File: src/hdl/assert_macros.svh
// assertion macros for the top-level rtl file
// no dependencies; define ASSERT_OFF to drop all checks
`ifndef ASSERT_MACROS_SVH
`define ASSERT_MACROS_SVH

`ifndef ASSERT_OFF

// antecedent implies consequent in the same cycle
`define ASSERT_IMPLY(label, clk, rst, ante, cons) \
   label: assert property (@(posedge clk) disable iff (rst) (ante) |-> (cons)) \
      else $error("assertion failed");

// expression must never be true
`define ASSERT_NEVER(label, clk, rst, expr) \
   label: assert property (@(posedge clk) disable iff (rst) !(expr)) \
      else $error("assertion failed");

`else

`define ASSERT_IMPLY(label, clk, rst, ante, cons)
`define ASSERT_NEVER(label, clk, rst, expr)

`endif

`endif

File: src/hdl/bpc_div_pipe.sv
// pipelined restoring divider, one quotient bit per stage, with sideband
// depends on nothing; divide by zero gives all ones, caller flags it
module bpc_div_pipe #(
   parameter int DW = 32,
   parameter int SW = 1
) (
   input  logic          clock,
   input  logic          reset,
   input  logic          in_valid,
   input  logic [DW-1:0] in_num,
   input  logic [DW-1:0] in_den,
   input  logic [SW-1:0] in_side,
   output logic          out_valid,
   output logic [DW-1:0] out_quo,
   output logic [SW-1:0] out_side
);

   logic [DW-1:0] rem_ff  [DW];
   logic [DW-1:0] nq_ff   [DW];
   logic [DW-1:0] den_ff  [DW];
   logic [SW-1:0] side_ff [DW];
   logic [DW-1:0] vld_ff;

   for (genvar i = 0; i < DW; i++) begin : g_stage
      logic [DW-1:0] rem_p, nq_p, den_p, rem_in, nq_in;
      logic [SW-1:0] side_p;
      logic          vld_p;
      logic [DW:0]   trial, diff;

      // stage inputs: ports for the first step, previous stage otherwise
      if (i == 0) begin : g_first
         assign rem_p  = '0;
         assign nq_p   = in_num;
         assign den_p  = in_den;
         assign side_p = in_side;
         assign vld_p  = in_valid;
      end else begin : g_next
         assign rem_p  = rem_ff[i-1];
         assign nq_p   = nq_ff[i-1];
         assign den_p  = den_ff[i-1];
         assign side_p = side_ff[i-1];
         assign vld_p  = vld_ff[i-1];
      end

      // one trial subtract
      always_comb begin
         trial = {rem_p, nq_p[DW-1]};
         diff  = trial - {1'b0, den_p};
         if (!diff[DW]) begin
            rem_in = diff[DW-1:0];
            nq_in  = {nq_p[DW-2:0], 1'b1};
         end else begin
            rem_in = trial[DW-1:0];
            nq_in  = {nq_p[DW-2:0], 1'b0};
         end
      end

      always_ff @(posedge clock) begin
         rem_ff[i]  <= rem_in;
         nq_ff[i]   <= nq_in;
         den_ff[i]  <= den_p;
         side_ff[i] <= side_p;
      end

      always_ff @(posedge clock) begin
         if (reset) begin
            vld_ff[i] <= 1'b0;
         end else begin
            vld_ff[i] <= vld_p;
         end
      end
   end

   assign out_valid = vld_ff[DW-1];
   assign out_quo   = nq_ff[DW-1];
   assign out_side  = side_ff[DW-1];

endmodule

File: config.mk
export PLATFORM = sky130hd
export DESIGN_NAME = bpc_div_pipe
export DESIGN_NICKNAME = d
export VERILOG_FILES = /design/src/hdl/assert_macros.svh /design/src/hdl/bpc_div_pipe.sv
export SDC_FILE = /design/constraint.sdc
export NUM_CORES = 2
export LEC_CHECK = 0
export BUFFER_PORTS_ARGS = -buffer_cell sky130_fd_sc_hd__clkbuf_2
export CORE_ASPECT_RATIO = 0.6
export CORE_MARGIN = 4
export CORE_UTILIZATION = 55
export DETAILED_ROUTE_END_ITERATION = 10
export GPL_ROUTABILITY_DRIVEN = 1
export PLACE_DENSITY = 0.73
export SLEW_MARGIN = 20
export SYNTH_ARGS = -nofsm -noshare
export SYNTH_HDL_FRONTEND = slang
export SYNTH_SLANG_ARGS = --single-unit
export TNS_END_PERCENT = 50
File: constraint.sdc
create_clock -name clock -period 3.6 [get_ports clock]
set_input_delay 0.54 -clock clock [delete_from_list [all_inputs] [get_ports clock]]
set_output_delay 0.54 -clock clock [all_outputs]
set_load 0.01 [all_outputs]
# Yosys cells after proc, flatten, opt, wreduce, memory -nomap -nowiden
# Memory sizes are Yosys's and may differ from the RTL's.
# Cells that the tools add are included.
[word_totals]
out_inout_bits = 34
wordCells = 132
ramBits = 3104
regBits = 32
memories = 4
[mem_list]
columns = ["memory", "depth", "width", "rd", "rd_ports_with_merged_regs", "wr", "line_no", "source"]
rows = [
  ["den_ff", 32, 32, 31, 0, 32, "bpc_div_pipe.sv:20", "logic [DW-1:0] den_ff [DW];"],
  ["nq_ff", 32, 32, 32, 0, 32, "bpc_div_pipe.sv:19", "logic [DW-1:0] nq_ff [DW];"],
  ["rem_ff", 32, 32, 31, 0, 32, "bpc_div_pipe.sv:18", "logic [DW-1:0] rem_ff [DW];"],
  ["side_ff", 32, 1, 32, 0, 32, "bpc_div_pipe.sv:21", "logic [SW-1:0] side_ff [DW];"],
]
[op_classes]
n_addsub = 32
mux = 64
[ops]
columns = ["cell", "count"]
rows = [
  ["32-bit 2-to-1 mux", 32],
  ["33-bit by 32-bit subtractor with 33-bit output", 31],
  ["1-bit by 32-bit subtractor with 33-bit output", 1],
  ["1-bit 2-to-1 mux", 32],
]

# Depth between registers and ports, before layout
# An unclocked memory read counts as a cell.
[depth]
depth_word = 3
mapped_depth = 15
ltp_nobuf = 14

# Worst setup path before layout
# No wires, ideal clock.
[synth_timing]
path_type = "reg2reg"
startpoint = "memory nq_ff[27][31], in the netlist nq_ff[1][383]"
endpoint = "memory rem_ff[28][26], in the netlist rem_ff[14][26]"
setup_slack_ns = 0.007
setup_time_ns = 0.121
path_buffers = 1
arrival_time_ns = 3.472
stages_incl_launch_ff = 15
cell_sequence = "dfxtp_1 > inv_1 > ha_1 > fa_1 > nand2b_1 > a21oi_1 > o211ai_1 > a2111oi_0 > o41ai_2 > a211o_1 > nand3_1 > a21oi_1 > xor2_1 > buf_2 > mux2_2"
[synth_rtl]
columns = ["item", "line_no"]
rows = [
  ["from (decl)", "bpc_div_pipe.sv:19"],
  ["to (decl)", "bpc_div_pipe.sv:18"],
]

==> metrics.md <==
| Metric | Value |
|---|---|
| Register Area | `0.0616 mm^2` |
| PwrDens | `1160 mW/mm^2` |
| Fmax | `261 MHz` |
| Average routed wire per standard cell | `20.2 um` |
| Slew Limit Fails | `0` |
| Synth unique cells | `96` |
| PortBufs | `101` |
| Starting Density | `0.556` |
| Total grt overflow | `0` |
| Critical path required time | `4.32 ns` |
| Area contributors post-synth | `dfxtp_1 (49%), ha_1 (9.8%), mux2_2 (5.8%)` |
| Setup crit start kind | `register` |
| WP data arrival | `4.55 ns` |
| Main synth FF type | `dfxtp_1` |
| All-layer global routing usage | `0.269` |
| Largest net degree at the start of global routing | `58` |
| CTS tree | `built` |
| Top delay family on crit path | `compound AO/OA/AOI/OAI gates` |
| I/O pin count | `102` |
| Crit path max fanout | `8` |
| Clock Pin Slew Worst Setup and Hold Paths | `0.06 ns` |
| Max clock buf depth | `4` |
| Dpl hpwl | `243000 um` |
| First-pass GRT wire length | `509000 um` |
| Class of the most critical setup path | `reg -> reg` |
| Number of synthesized flops with an enable pin | `0` |
| Gate Count Post-Synth | `12191` |
| Leading area contributor after synthesis | `dfxtp_1` |
| # rows | `135` |
| Max transition margin | `0.333` |
| LEAKAGE | `0.0713 uW` |
| Synthesized flop and latch total | `3072` |
| GPL Wtd Cong | `0.960` |
| Htree depth | `5` |
| Chip height | `379 um` |
| Max Cap Viol | `0` |
| CP dominant cell by count | `buf_4` |
| Tcrit/Tclk final | `1.06` |
| Initial antenna violation count | `19` |
| Overall routed net length | `336000 um` |
| Clock Tree Root | `clkbuf_16` |
| Fin nets | `14446` |
| Avg Inst Size Synth | `10.3 um^2` |
| Num CTS Buffers | `282` |
| Status | `finished with violations` |
| Vias in the first global route | `88517` |
| Clk_skew | `0.0422 ns` |
| Bufs and invs on worst path | `5` |
| Width of the die | `626 um` |
| P&R area growth vs syn | `20.2%` |
| Worst Hold Class | `in -> reg` |
| Share of layout cells above drive strength 1 | `0.194` |
| Utilization after layout | `0.669` |
| Delay of the slowest critical-path stage | `0.36 ns` |
| Mapped Area | `0.126 mm^2` |
| Violated checks | `setup timing` |
| Drt pass-1 iters | `7` |
| Sink Count | `3072` |
| RSZ-0062 raised after global routing | `yes` |
| Worst setup margin | `-0.230 ns` |
| Die area | `0.237 mm^2` |
| Setup crit end kind | `register` |
| Max VDD drop | `0.628 mV` |
| Area of the multi-input gates | `0.0618 mm^2` |
| Post-route DRC | `0` |
| Post-Route Setup TNS | `-24.17 ns` |
| Worst-path cell with the longest stage delay | `or3_4` |
| DR iter-0 viols | `9420` |
| Final Hold Vio Count | `0` |
| Worst-Margin Slew | `1.00 ns` |
| Crit path time final | `3.83 ns` |
| Post-route ant nets | `0` |
| Setup violators final | `292` |
| Total number of vias | `93294` |
| Core region area | `0.227 mm^2` |
| Post-synthesis async set-or-reset flop share | `0` |
| Clock Latency Late Sink | `0.86 ns` |
| Post-synth top area share | `0.488` |
| Vias per std cell | `5.62` |
| CP cell instances | `inv_2 > ha_4 > fa_2 > nand2b_4 > a2111oi_4 > buf_4 > o211ai_1 > o21ai_1 > buf_4 > nand4_1 > nand3_2 > a21oi_4 > o31a_1 > or3_4 > buf_12 > buf_16 > mux2_4` |
| Register area share after synthesis | `0.488` |
| # fillers | `16726` |
| Total number of yosys warnings | `0` |
## cell usage after synthesis (all sizes together) (117+ instances only)
cell type and count:
a21o 508, a21oi 870, and3 117, clkbuf 150
dfxtp 3072, ha 993, inv 1247, mux2 813
nand2 513, nand2b 144, nand3 223, nor2 483
nor2b 185, o21a 147, o21ai 526, xnor2 556
xor2 278
## power by group
| part | internal (uW) | leakage (uW) | switching (uW) |
|---|---|---|---|
| combinational | 47000 | 0.0406 | 46000 |
| sequential | 44300 | 0.0259 | 6570 |
| clock | 18600 | 0.00477 | 13100 |
## per-stage QoR
step	std cells	power [uW]	cell area (um^2)	worst slack, ns	hold slack, ns
after detailed placement	15842	129000	136000	-0.535	0.312
final	16593	176000	152000	-0.230	0.239
after floorplan	12205	105000	126000	0.00695	0.310
after CTS	16512	170000	150000	-0.205	0.131
after global placement	15842	127000	136000	-0.606	0.309
after global routing	16583	185000	152000	-0.347	0.186
## kinds of logic after synthesis
logic type | count (synthesis) | synth area share
buffers and inverters | 1477 | 0.0453
adder cells (fa/ha/maj) | 1023 | 0.103
flip-flops | 3072 | 0.488
multiplexers | 901 | 0.0811
AND/OR/NAND/NOR | 2055 | 0.0808
other | 1 | 0.0000297
AO/OA/AOI/OAI | 2828 | 0.144
XOR/XNOR | 834 | 0.0579
## state kept, by name (all words and copies together), names as in the netlist
| name | count |
|---|---|
| out_valid | 1 |
| g_stage.vld_p | 31 |
| side_ff | 32 |
| den_ff | 992 |
| nq_ff | 1024 |
| rem_ff | 992 |
## per-layer routing
layer | GRT usage | vias to the layer above | wire length, um
li1 | - | 44599 | -
met1 | 0.446 | 44165 | 174000
met2 | 0.335 | 3999 | 118000
met3 | 0.0745 | 519 | 37600
met4 | 0.0496 | 12 | 5950
met5 | 0 | - | 63
## cell type report
cell class,count,share of cell area
Clock buffer,372,0.0518
Inverter,1247,0.0310
Sequential cell,3072,0.406
Antenna cell,10,0.000165
Tap cell,3014,0.0249
Multi-Input combinational cell,7656,0.407
Timing Repair Buffer,1096,0.0661
Clock inverter,126,0.0128
## layout by cell type, fill, tap and decap left out, types with 37 or more instances in the layout
cell           Yosys  layout
dlygate4sd3_1      0      65
nor2b_1          185     177
clkbuf_1         150      50
ha_1             993     955
buf_4              7     781
nor2_1           483     474
a21oi_1          868     835
clkinv_2           0      37
nand4_1           92      92
o211ai_1          55      55
mux2_4            52     230
o21a_1           147     146
dfxtp_2            0      40
a31oi_1          113     106
clkbuf_2           0     101
bufinv_16          0      43
o21ai_0          493     476
nand2b_1         144     131
dfxtp_1         3072    3031
buf_12             0      66
and3_1           117     115
mux2_2           654     547
a211oi_1          87      71
and2_1            38      37
clkbuf_16          0     303
o31ai_1           71      56
nor3_1            86      84
nand3_1          221     215
xor2_1           278     267
o21bai_1          92      91
xnor2_1          556     554
nand2_1          513     512
inv_1           1242    1226
mux2i_1           88      86
a21o_1           508     508
## what timing repair did
item                                   CTS  global route
cloned                                  36            20
gates resized for setup                363           324
hold buffers                            65             0
pin swaps                              108           123
setup buffers                           76            61
endpoints found under the hold margin   65             0
setup endpoints to repair              769           902
## path summary, 6_finish.rpt
check                 from             to  slack (ns)  depth (start not counted)
max           nq_ff[0][63]  rem_ff[1][23]       -0.23                         17
min              in_den[1]   den_ff[0][1]        0.24                          1
max reg2reg   nq_ff[0][63]  rem_ff[1][23]       -0.23                         17
min reg2reg  side_ff[1][4]  side_ff[1][5]        0.30                          0
Power figures use the tool's default switching activity.
